**src/hw/rtl/rcs_pkg.sv**
```systemverilog
// Shared types, codes and helper functions for the rotor cipher stepper.
`timescale 1ns / 1ps

package rcs_pkg;

    // Alphabet and letter coding.
    localparam int ALPHA_SIZE = 26;
    localparam int LETTER_W   = 5;
    localparam int DEF_ROTOR_COUNT = 3;

    typedef logic [LETTER_W-1:0] letter_t;

    // Operation codes carried in the op field.
    localparam logic OP_LOAD     = 1'b0;
    localparam logic OP_ENCIPHER = 1'b1;

    // Table select codes for load transactions.
    localparam logic [2:0] TS_PLUG    = 3'd0;
    localparam logic [2:0] TS_REFLECT = 3'd1;
    localparam logic [2:0] TS_ROTOR0  = 3'd2;

    // ASCII anchors for letter detection.
    localparam logic [7:0] CHAR_UPPER_A = 8'h41;
    localparam logic [7:0] CHAR_UPPER_Z = 8'h5A;
    localparam logic [7:0] CHAR_LOWER_A = 8'h61;
    localparam logic [7:0] CHAR_LOWER_Z = 8'h7A;

    // Input transaction payload.
    typedef struct packed {
        logic       op;
        logic [2:0] table_select;
        logic [4:0] entry_index;
        logic [4:0] entry_value;
        logic [7:0] in_char;
    } in_item_t;

    // Result transaction payload.
    typedef struct packed {
        logic [7:0] out_char;
        logic       not_letter;
    } out_item_t;

    // Write command for one wiring table.
    typedef struct packed {
        logic    en;
        letter_t idx;
        letter_t val;
    } wr_cmd_t;

    // (a - k) mod 26 for a, k below 26.
    function automatic letter_t wrap_sub(input letter_t a, input letter_t k);
        logic [LETTER_W:0] t;
        begin
            if (a >= k) begin
                t = {1'b0, a} - {1'b0, k};
            end else begin
                t = {1'b0, a} + (LETTER_W+1)'(ALPHA_SIZE) - {1'b0, k};
            end
            return t[LETTER_W-1:0];
        end
    endfunction

    // (a + k) mod 26 for a, k below 26.
    function automatic letter_t wrap_add(input letter_t a, input letter_t k);
        logic [LETTER_W:0] t;
        begin
            t = {1'b0, a} + {1'b0, k};
            if (t >= (LETTER_W+1)'(ALPHA_SIZE)) begin
                t = t - (LETTER_W+1)'(ALPHA_SIZE);
            end
            return t[LETTER_W-1:0];
        end
    endfunction

endpackage

```
**src/hw/rtl/rotor_cipher_stepper_core.sv**
```systemverilog
// Top level of the rotor cipher stepper: input register, cipher path, result register.
`timescale 1ns / 1ps

// Channel | Direction | Payload    | Handshake
// s_      | input     | in_item_t  | s_valid / s_ready
// m_      | output    | out_item_t | m_valid / m_ready
//
// An accepted transaction is held in the input register, then passes the whole
// plugboard, rotor and reflector chain combinationally into the result register.
// Throughput is one transaction per cycle unless a stalled result holds an encipher.
// Loads write their table as they leave the input register and produce no result.
// Reset clears the valid flags and the rotor offsets; wiring tables are not cleared.
// A stalled result only holds back encipher transactions; loads still drain.

module rotor_cipher_stepper_core
    import rcs_pkg::*;
#(
    parameter int ROTOR_COUNT = DEF_ROTOR_COUNT
) (
    input  logic      aclk,
    input  logic      aresetn,
    input  logic      s_valid,
    output logic      s_ready,
    input  in_item_t  s_data,
    output logic      m_valid,
    input  logic      m_ready,
    output out_item_t m_data
);

    in_item_t  in_reg;
    logic      in_valid_reg, in_valid_next;
    out_item_t m_data_reg, m_data_next;
    logic      m_valid_reg, m_valid_next;
    letter_t   offset_reg [ROTOR_COUNT];
    letter_t   offset_next [ROTOR_COUNT];

    logic      fire;
    logic      is_enc;
    logic      is_lower, is_upper, is_letter;
    letter_t   code;
    logic      load_ok;
    logic      step_en;
    logic      carry;
    wr_cmd_t   plug_wr, refl_wr;
    wr_cmd_t   rotor_wr [ROTOR_COUNT];
    letter_t   plug_in_out, refl_out, plug_out_out;
    letter_t   fwd_chain [ROTOR_COUNT+1];
    letter_t   bwd_chain [ROTOR_COUNT+1];

    // Handshake: the held transaction leaves when it is a load or the result slot frees.
    assign is_enc  = (in_reg.op == OP_ENCIPHER);
    assign fire    = in_valid_reg && (!is_enc || !m_valid_reg || m_ready);
    assign s_ready = !in_valid_reg || fire;
    assign in_valid_next = s_ready ? s_valid : in_valid_reg;

    // Input register.
    always_ff @(posedge aclk) begin
        if (!aresetn) begin
            in_valid_reg <= 1'b0;
        end else begin
            in_valid_reg <= in_valid_next;
        end
    end

    always_ff @(posedge aclk) begin
        if (s_valid && s_ready) begin
            in_reg <= s_data;
        end
    end

    // Letter detection and case folding.
    always_comb begin
        is_lower  = in_reg.in_char inside {[CHAR_LOWER_A:CHAR_LOWER_Z]};
        is_upper  = in_reg.in_char inside {[CHAR_UPPER_A:CHAR_UPPER_Z]};
        is_letter = is_lower || is_upper;
        if (is_lower) begin
            code = LETTER_W'(in_reg.in_char - CHAR_LOWER_A);
        end else begin
            code = LETTER_W'(in_reg.in_char - CHAR_UPPER_A);
        end
    end

    // Table write commands for a load transaction with in-range index and value.
    assign load_ok = fire && (in_reg.op == OP_LOAD)
                     && (in_reg.entry_index < LETTER_W'(ALPHA_SIZE))
                     && (in_reg.entry_value < LETTER_W'(ALPHA_SIZE));

    always_comb begin
        plug_wr.en  = load_ok && (in_reg.table_select == TS_PLUG);
        plug_wr.idx = in_reg.entry_index;
        plug_wr.val = in_reg.entry_value;
        refl_wr.en  = load_ok && (in_reg.table_select == TS_REFLECT);
        refl_wr.idx = in_reg.entry_index;
        refl_wr.val = in_reg.entry_value;
    end

    // Plugboard on the way in; a second copy serves the way out.
    rcs_map u_plug_in (
        .aclk    (aclk),
        .wr      (plug_wr),
        .rd_addr (code),
        .rd_data (plug_in_out)
    );

    assign fwd_chain[0] = plug_in_out;

    // Rotors: forward pass low to high, backward pass high to low.
    for (genvar r = 0; r < ROTOR_COUNT; r++) begin : g_rotor
        always_comb begin
            rotor_wr[r].en  = load_ok && (in_reg.table_select == 3'(TS_ROTOR0 + r));
            rotor_wr[r].idx = in_reg.entry_index;
            rotor_wr[r].val = in_reg.entry_value;
        end

        rcs_rotor u_rotor (
            .aclk    (aclk),
            .wr      (rotor_wr[r]),
            .offset  (offset_reg[r]),
            .fwd_in  (fwd_chain[r]),
            .fwd_out (fwd_chain[r+1]),
            .bwd_in  (bwd_chain[r+1]),
            .bwd_out (bwd_chain[r])
        );
    end

    // Reflector.
    rcs_map u_reflect (
        .aclk    (aclk),
        .wr      (refl_wr),
        .rd_addr (fwd_chain[ROTOR_COUNT]),
        .rd_data (refl_out)
    );

    assign bwd_chain[ROTOR_COUNT] = refl_out;

    rcs_map u_plug_out (
        .aclk    (aclk),
        .wr      (plug_wr),
        .rd_addr (bwd_chain[0]),
        .rd_data (plug_out_out)
    );

    // Odometer stepping after each enciphered letter.
    assign step_en = fire && is_enc && is_letter;

    always_comb begin
        carry = step_en;
        for (int r = 0; r < ROTOR_COUNT; r++) begin
            offset_next[r] = offset_reg[r];
            if (carry) begin
                if (offset_reg[r] == letter_t'(ALPHA_SIZE - 1)) begin
                    offset_next[r] = '0;
                end else begin
                    offset_next[r] = offset_reg[r] + letter_t'(1);
                    carry = 1'b0;
                end
            end
        end
    end

    always_ff @(posedge aclk) begin
        if (!aresetn) begin
            for (int r = 0; r < ROTOR_COUNT; r++) begin
                offset_reg[r] <= '0;
            end
        end else begin
            for (int r = 0; r < ROTOR_COUNT; r++) begin
                offset_reg[r] <= offset_next[r];
            end
        end
    end

    // Result register.
    always_comb begin
        m_data_next  = m_data_reg;
        m_valid_next = m_valid_reg && !m_ready;
        if (fire && is_enc) begin
            m_valid_next = 1'b1;
            if (is_letter) begin
                m_data_next.out_char   = CHAR_UPPER_A + {3'b000, plug_out_out};
                m_data_next.not_letter = 1'b0;
            end else begin
                m_data_next.out_char   = in_reg.in_char;
                m_data_next.not_letter = 1'b1;
            end
        end
    end

    always_ff @(posedge aclk) begin
        if (!aresetn) begin
            m_valid_reg <= 1'b0;
        end else begin
            m_valid_reg <= m_valid_next;
        end
    end

    always_ff @(posedge aclk) begin
        m_data_reg <= m_data_next;
    end

    assign m_valid = m_valid_reg;
    assign m_data  = m_data_reg;

    // The first rotor offset always stays inside the alphabet.
    a_offset_range: assert property (@(posedge aclk) disable iff (!aresetn)
        offset_reg[0] < letter_t'(ALPHA_SIZE))
        else $error("rotor 0 offset out of range");

    // Offsets move only when a letter is enciphered.
    a_offset_hold: assert property (@(posedge aclk) disable iff (!aresetn)
        !step_en |=> $stable(offset_reg[0]))
        else $error("rotor offset changed without an enciphered letter");

    // A load transaction never produces a result.
    a_load_no_result: assert property (@(posedge aclk) disable iff (!aresetn)
        (fire && !is_enc && !m_valid_reg) |=> !m_valid_reg)
        else $error("load transaction produced a result");

    // Back pressure on the input only comes from a held transaction.
    a_ready_cause: assert property (@(posedge aclk) disable iff (!aresetn)
        !s_ready |-> (in_valid_reg && is_enc && m_valid_reg && !m_ready))
        else $error("input stalled without cause");

endmodule

```
**src/hw/rtl/rcs_map.sv**
```systemverilog
// One 26-entry wiring table with a single write port and a single lookup port.
`timescale 1ns / 1ps

module rcs_map
    import rcs_pkg::*;
(
    input  logic    aclk,
    input  wr_cmd_t wr,
    input  letter_t rd_addr,
    output letter_t rd_data
);

    letter_t map_reg [ALPHA_SIZE];

    // Table write; contents are undefined until loaded.
    always_ff @(posedge aclk) begin
        if (wr.en) begin
            map_reg[wr.idx] <= wr.val;
        end
    end

    // Lookup.
    assign rd_data = map_reg[rd_addr];

endmodule

```
**src/hw/rtl/rcs_rotor.sv**
```systemverilog
// One rotor: forward and inverse wiring tables with offset-adjusted lookups.
`timescale 1ns / 1ps

module rcs_rotor
    import rcs_pkg::*;
(
    input  logic    aclk,
    input  wr_cmd_t wr,
    input  letter_t offset,
    input  letter_t fwd_in,
    output letter_t fwd_out,
    input  letter_t bwd_in,
    output letter_t bwd_out
);

    letter_t fwd_reg [ALPHA_SIZE];
    letter_t inv_reg [ALPHA_SIZE];
    letter_t wr_base;

    // A load addresses the rotor as it currently stands.
    assign wr_base = wrap_sub(wr.idx, offset);

    // Forward and inverse tables are written together.
    always_ff @(posedge aclk) begin
        if (wr.en) begin
            fwd_reg[wr_base] <= wr.val;
            inv_reg[wr.val]  <= wr_base;
        end
    end

    // Forward and backward passes through the rotated wiring.
    assign fwd_out = fwd_reg[wrap_sub(fwd_in, offset)];
    assign bwd_out = wrap_add(inv_reg[bwd_in], offset);

endmodule

```
**config.mk**
```make
export PLATFORM = sky130hd
export DESIGN_NAME = rotor_cipher_stepper_core
export DESIGN_NICKNAME = d
export VERILOG_FILES = /design/src/hw/rtl/rcs_pkg.sv /design/src/hw/rtl/rotor_cipher_stepper_core.sv /design/src/hw/rtl/rcs_map.sv /design/src/hw/rtl/rcs_rotor.sv
export SDC_FILE = /design/constraint.sdc
export NUM_CORES = 1
export LEC_CHECK = 0
export BUFFER_PORTS_ARGS = -buffer_cell sky130_fd_sc_hd__buf_2
export CORE_MARGIN = 8
export CORE_UTILIZATION = 50
export DETAILED_ROUTE_END_ITERATION = 8
export PLACE_DENSITY = 0.68
export SLEW_MARGIN = 20
export SYNTH_ARGS = -nofsm -noshare
export SYNTH_HDL_FRONTEND = slang
export SYNTH_SLANG_ARGS = --single-unit
export TNS_END_PERCENT = 1
```
**constraint.sdc**
```tcl
create_clock -name aclk -period 23.7 [get_ports aclk]
set_input_delay 3.555 -clock aclk [delete_from_list [all_inputs] [get_ports aclk]]
set_output_delay 3.555 -clock aclk [all_outputs]
set_load 0.05 [all_outputs]
```
==> results of run 1 <==
==> through the flow <==
stage | setup TNS (ns) | utilization (%) | hold WS (ns) | instances
floorplan | 0 | - | 0.4906 | 2990
global placement | 0 | 52.42 | 0.4257 | 4260
detailed placement | -1.786 | 52.42 | 0.4480 | 4260
CTS | 0 | 56.26 | 0.4656 | 4470
global route | -0.3634 | 56.79 | 0.4796 | 4495
finish | 0 | 56.79 | 0.4690 | 4496
==> logic make-up after synthesis <==
logic type / synth area share, %
simple gates: 6.378
buf+inv: 2.108
mux: 14.05
flops: 67.35
compound gates: 5.730
xor+xnor: 1.379
fa+ha+maj: 3.002
==> routing by layer <==
layer	wire length [um]	share of wire (%)	global-route usage [%]	vias up
li1	-	-	-	12020
met4	3645	3.2	7.274	0
met1	46340	41	27.52	13890
met5	0	0	0	-
met2	55120	49	33.85	1042
met3	7720	6.8	3.440	213
==> cells in the mapped netlist, drive strengths merged (4+ instances only) <==
| cell type | number | share of area [%] |
|---|---|---|
| a31o | 4 | 0.073 |
| and3 | 6 | 0.078 |
| mux4 | 196 | 9.1 |
| nor2 | 271 | 2.1 |
| a222oi | 5 | 0.10 |
| or3 | 10 | 0.13 |
| o31ai | 6 | 0.093 |
| nand4 | 33 | 0.43 |
| nand3b | 8 | 0.12 |
| mux2i | 169 | 3.5 |
| dfxtp | 17 | 0.71 |
| nor3 | 23 | 0.25 |
| ha | 87 | 2.3 |
| o21ai | 54 | 0.57 |
| mux2 | 60 | 1.4 |
| edfxtp | 1071 | 67 |
| o211ai | 7 | 0.11 |
| nor3b | 7 | 0.11 |
| o2111ai | 21 | 0.38 |
| nand2b | 19 | 0.25 |
| a2111oi | 5 | 0.14 |
| and3b | 5 | 0.091 |
| xor2 | 26 | 0.47 |
| a31oi | 8 | 0.10 |
| a22oi | 24 | 0.37 |
| a21oi | 86 | 0.92 |
| o22a | 5 | 0.091 |
| a311oi | 4 | 0.073 |
| a211o | 6 | 0.11 |
| nor4 | 4 | 0.052 |
| a211oi | 75 | 1.2 |
| clkbuf | 86 | 0.67 |
| or2 | 4 | 0.052 |
| nand2 | 161 | 1.3 |
| nand3 | 42 | 0.44 |
| buf | 56 | 0.70 |
| nor2b | 60 | 0.78 |
| a221oi | 5 | 0.091 |
| a21o | 40 | 0.62 |
| xnor2 | 50 | 0.91 |
| a22o | 12 | 0.22 |
| inv | 95 | 0.74 |
| and2 | 9 | 0.12 |
| fa | 18 | 0.75 |
==> area by class of cell <==
class	count	area, um2	share of cell area, %
timing repair buffer	171	1444	2.645
multi-input combinational	1665	15110	27.67
sequential	1088	32500	59.53
clock buffer	134	2841	5.204
tap	1276	1597	2.924
inverter	95	356.6	0.6531
antenna	1	2.502	0.004583
clock inverter	66	748.2	1.370
==> worst paths after layout <==
check                      startpoint                      end  slack (ns)  depth (start not counted)
hold reg to reg   in_reg[6]$_DFFE_PP_  m_data[7]$_SDFFCE_PN1P_        0.47                          0
hold / removal    in_reg[6]$_DFFE_PP_  m_data[7]$_SDFFCE_PN1P_        0.47                          0
setup reg to reg  in_reg[0]$_DFFE_PP_      m_data[5]$_DFFE_PP_        0.99                        105
setup / recovery  in_reg[0]$_DFFE_PP_      m_data[5]$_DFFE_PP_        0.99                        105
==> timing repair <==
item,in CTS,in global routing
setup buffers,10,21
gates cloned,0,4
resized for setup,3,53
hold buffers,0,0
setup endpoints to repair,5,6
pin swaps,3,12
==> impl_metrics.tcl, run 1 <==
set metrics [dict create \
    grt.total_usage_pct 20.48 \
    dp_hpwl_um 74090 \
    layout-drive-gt1-share_pct 20.16 \
    antenna_found_initial 3 \
    coreArea_um2 96140 \
    insertion_delay_ns 0.70 \
    place_congestion 0.8904 \
    finalSetupViolCount 0 \
    hold_path.class "flip-flop to flip-flop" \
    crit_family "compound AO/OA/AOI/OAI gates" \
    die_area_um2 106700 \
    yosysSeqAreaShare_pct 67.35 \
    status "completed" \
    placed_cell_area_um2 50390 \
    drt_iter0_markers 2823 \
    row_count 114 \
    cts_sinks 1088 \
    cp_max_fo 15 \
    ys_async_sr_fraction_pct 0 \
    synth_area_um2 48260 \
    synth_area_per_cell_um2 16.14 \
    min_period_over_period_pct 95.81 \
    viasPerCell 6.041 \
    routedWlPerCell_um 25.09 \
    synth.ff_latch_count 1088 \
    cp_data_arrival_time_ns 23.15 \
    start_kind "flip-flop" \
    clockBufferDepth 3 \
    synthFlopType "edfxtp_1" \
    cts_tree "built" \
    grt_max_degree 97 \
    die_w_um 326.7 \
    grt_pass1_wl_um 169300 \
    clockRootBuffer "clkbuf_16" \
    ys_types 82 \
    ant_nets 0 \
    vias 27160 \
    remaining_drc_errors 0 \
    slowest_stage "mux4_2" \
    setup_slack_ns 0.9925 \
    path_buf_inv 21 \
    finalHoldViolations 0 \
    worstPathRequired_ns 24.14 \
    yosys_warnings 0 \
    wl_um 112800 \
    h-tree-depth 3 \
    port_buffers 36 \
    tightest_slew_ns 1.159 \
    criticalPathCategory "flip-flop to flip-flop" \
    slew_violations 0 \
    first_pass_iters 7 \
    final_cell_area_um2 54600 \
    syn_to_final_growth_pct 13.14 \
    synth_edf_count 1071 \
    grt_pass1_vias 27450 \
    cp-end-kind "flip-flop" \
    slew_headroom_pct 22.66 \
    place_ws_ns -0.4345 \
    crit_top_cell "inv_1" \
    layout_commonest_cell "edfxtp_1" \
    start_util_pct 50.20 \
    crit_path_max_incr_delay_ns 0.56 \
    fmax_mhz 44.04 \
    fin_crit_ns 22.71 \
    synthCells 2990 \
    pin_count 37 \
    syn-num-nets 3121 \
    grt_overflow 0 \
    finClkSkew_ns 0.02889 \
    cts_buffers 109 \
    cap_violations 0 \
    fin_nets 3261 \
    fp.dieH_um 326.7 \
    mostFrequentLayoutCells "1071 x edfxtp_1, 268 x nor2_1, 196 x mux4_2" \
    clkTransAtPathRegs_ns 0.06 \
    n_fill_cell 7330 \
]
Power of run 1 is left out: the tool's default activity adds up to more than one toggle a clock period on the data nets, which glitch-free logic cannot reach.
==> inputs of run 2 (changes only) <==
Settings changed: PLACE_DENSITY 0.68 to 0.65.
Clock period 23.7 ns to 28.4 ns, I/O delays scaled along.
==> impl_metrics.tcl, run 2 (synthesized netlist as in run 1, its figures left out) <==
set metrics [dict create \
    slowest_stage "nor3_4" \
    cts-resized-gates 0 \
    fp.dieH_um 326.7 \
    cts_sinks 1088 \
    finClkSkew_ns 0.02637 \
    crit_top_cell "inv_1" \
    h-tree-depth 3 \
    regArea_um2 32500 \
    port_buffers 36 \
    clockBufferDepth 3 \
    cts_setup_buffers 0 \
    grtUsageMet1_pct 28.35 \
    slew_violations 0 \
    worst_hold_path.endpoint "m_data[8]$_SDFFCE_PN0P_" \
    slew_headroom_pct 27.24 \
    cp_max_fo 41 \
    worstPathRequired_ns 28.92 \
    cap_violations 0 \
    hold_path_startpoint "in_reg[7]$_DFFE_PP_" \
    antennaDiodeCount 0 \
    grt_overflow 0 \
    status "completed" \
    row_count 114 \
    finalHoldViolations 0 \
    min_period_over_period_pct 94.11 \
    crit_family "compound AO/OA/AOI/OAI gates" \
    dp_hpwl_um 73490 \
    rsz0062_at_grt "no" \
    vias 26760 \
    rr_worst_depth 103 \
    fin_nets 3203 \
    crit_path_max_incr_delay_ns 0.69 \
    r2r-start "in_reg[0]$_DFFE_PP_" \
    busiest_layer "met2" \
    cts_buffers 110 \
    die_w_um 326.7 \
    mostFrequentLayoutCells "1071 x edfxtp_1, 270 x nor2_1, 196 x mux4_2" \
    coreArea_um2 96140 \
    grt_util_met3_pct 3.355 \
    grt.total_usage_pct 20.31 \
    gr-usage-met2_pct 33.06 \
    insertion_delay_ns 0.69 \
    grt_pass1_wl_um 167500 \
    path_buf_inv 20 \
    die_area_um2 106700 \
    hold_path.class "flip-flop to flip-flop" \
    hold_depth 0 \
    fmax_mhz 37.41 \
    n_fill_cell 7415 \
    first_pass_iters 8 \
    viasPerCell 6.028 \
    whs_ns 0.4428 \
    routedWlPerCell_um 25.01 \
    syn_to_final_growth_pct 11.71 \
    clkTransAtPathRegs_ns 0.06 \
    layout_commonest_cell "edfxtp_1" \
    remaining_drc_errors 0 \
    start_kind "flip-flop" \
    cp-end-kind "flip-flop" \
    cp_data_arrival_time_ns 27.24 \
    pin_count 37 \
    place_congestion 0.8353 \
    clockRootBuffer "clkbuf_16" \
    drt_iter0_markers 2925 \
    start_util_pct 50.20 \
    multi_input_area_um2 14930 \
    r2r-end "m_data[4]$_DFFE_PP_" \
    tightest_slew_ns 1.091 \
    fin_crit_ns 26.73 \
    wl_um 111000 \
    cts_tree "built" \
    finalSetupViolCount 0 \
    grt_pass1_vias 27100 \
    setup_tns_ns 0 \
    grt_max_degree 79 \
    ant_nets 0 \
    cts-hold-fix-buffers 0 \
    antenna_found_initial 1 \
    layout-drive-gt1-share_pct 17.77 \
    r2r_slack_ns 1.67 \
    criticalPathCategory "flip-flop to flip-flop" \
]
[run 2: cell types whose count changed in the layout (fill, tap and decap cells not counted), moves of 3 or more]
cell	previous run	this run
xor2_2	3	6
a21oi_1	75	79
nand2_1	155	160
xor2_4	5	2
bufinv_16	14	20
buf_6	4	0
buf_4	113	75
a21oi_2	9	6
clkbuf_1	23	20
nand2_2	5	0
buf_12	12	0
o21ai_0	44	47
clkinv_1	21	25
[run 2: worst max-delay path by stage]
stage          slack, ns  depth (start not counted)             endpoint           startpoint
6_report            1.67                        103  m_data[4]$_DFFE_PP_  in_reg[0]$_DFFE_PP_
5_1_grt             0.05                        105  m_data[5]$_DFFE_PP_  in_reg[0]$_DFFE_PP_
4_1_cts             1.36                        104  m_data[5]$_DFFE_PP_  in_reg[1]$_DFFE_PP_
3_5_place_dp        1.48                        104  m_data[5]$_DFFE_PP_  in_reg[1]$_DFFE_PP_
3_3_place_gp        2.17                        101  m_data[2]$_DFFE_PP_  in_reg[1]$_DFFE_PP_
2_1_floorplan       3.78                        113  m_data[5]$_DFFE_PP_  in_reg[0]$_DFFE_PP_
[run 2: routing by layer]
metal / vias up / part of all wire, %
met1: 13650 / 42
li1: 11880 / -
met3: 167 / 7.3
met2: 1059 / 48
met4: 0 / 2.3
met5: - / 0
[run 2: metrics by stage]
step / cells / util [%] / worst slack, ns / area [um2]
finish: 4439 / 56.08 / 1.673 / 53910
global route: 4439 / 56.08 / 0.05427 / 53910
CTS: 4438 / 56.06 / 1.362 / 53890
detailed placement: 4235 / 52.13 / 1.483 / 50110
global placement: 4235 / 52.13 / 2.172 / 50110
floorplan: 2990 / - / 3.785 / 48260
[run 2: area by class of cell]
cell class,count,area share (%)
clock buffers,131,5.292
clock inverters,72,1.720
inverters,95,0.6615
multi-input cells,1666,27.70
flip-flops and latches,1088,60.29
well taps,1276,2.961
repair buffers,111,1.379
[run 2: worst register-to-register path: cells and delay by family, from the launching register on]
family	cells	cell delay, ns
compound gates	37	8.81
xor+xnor	9	2.16
fa+ha+maj	11	3.06
buf+inv	20	4.20
flops	1	0.35
mux	13	5.04
simple gates	13	2.92
Power of run 2 is left out for the same reason.
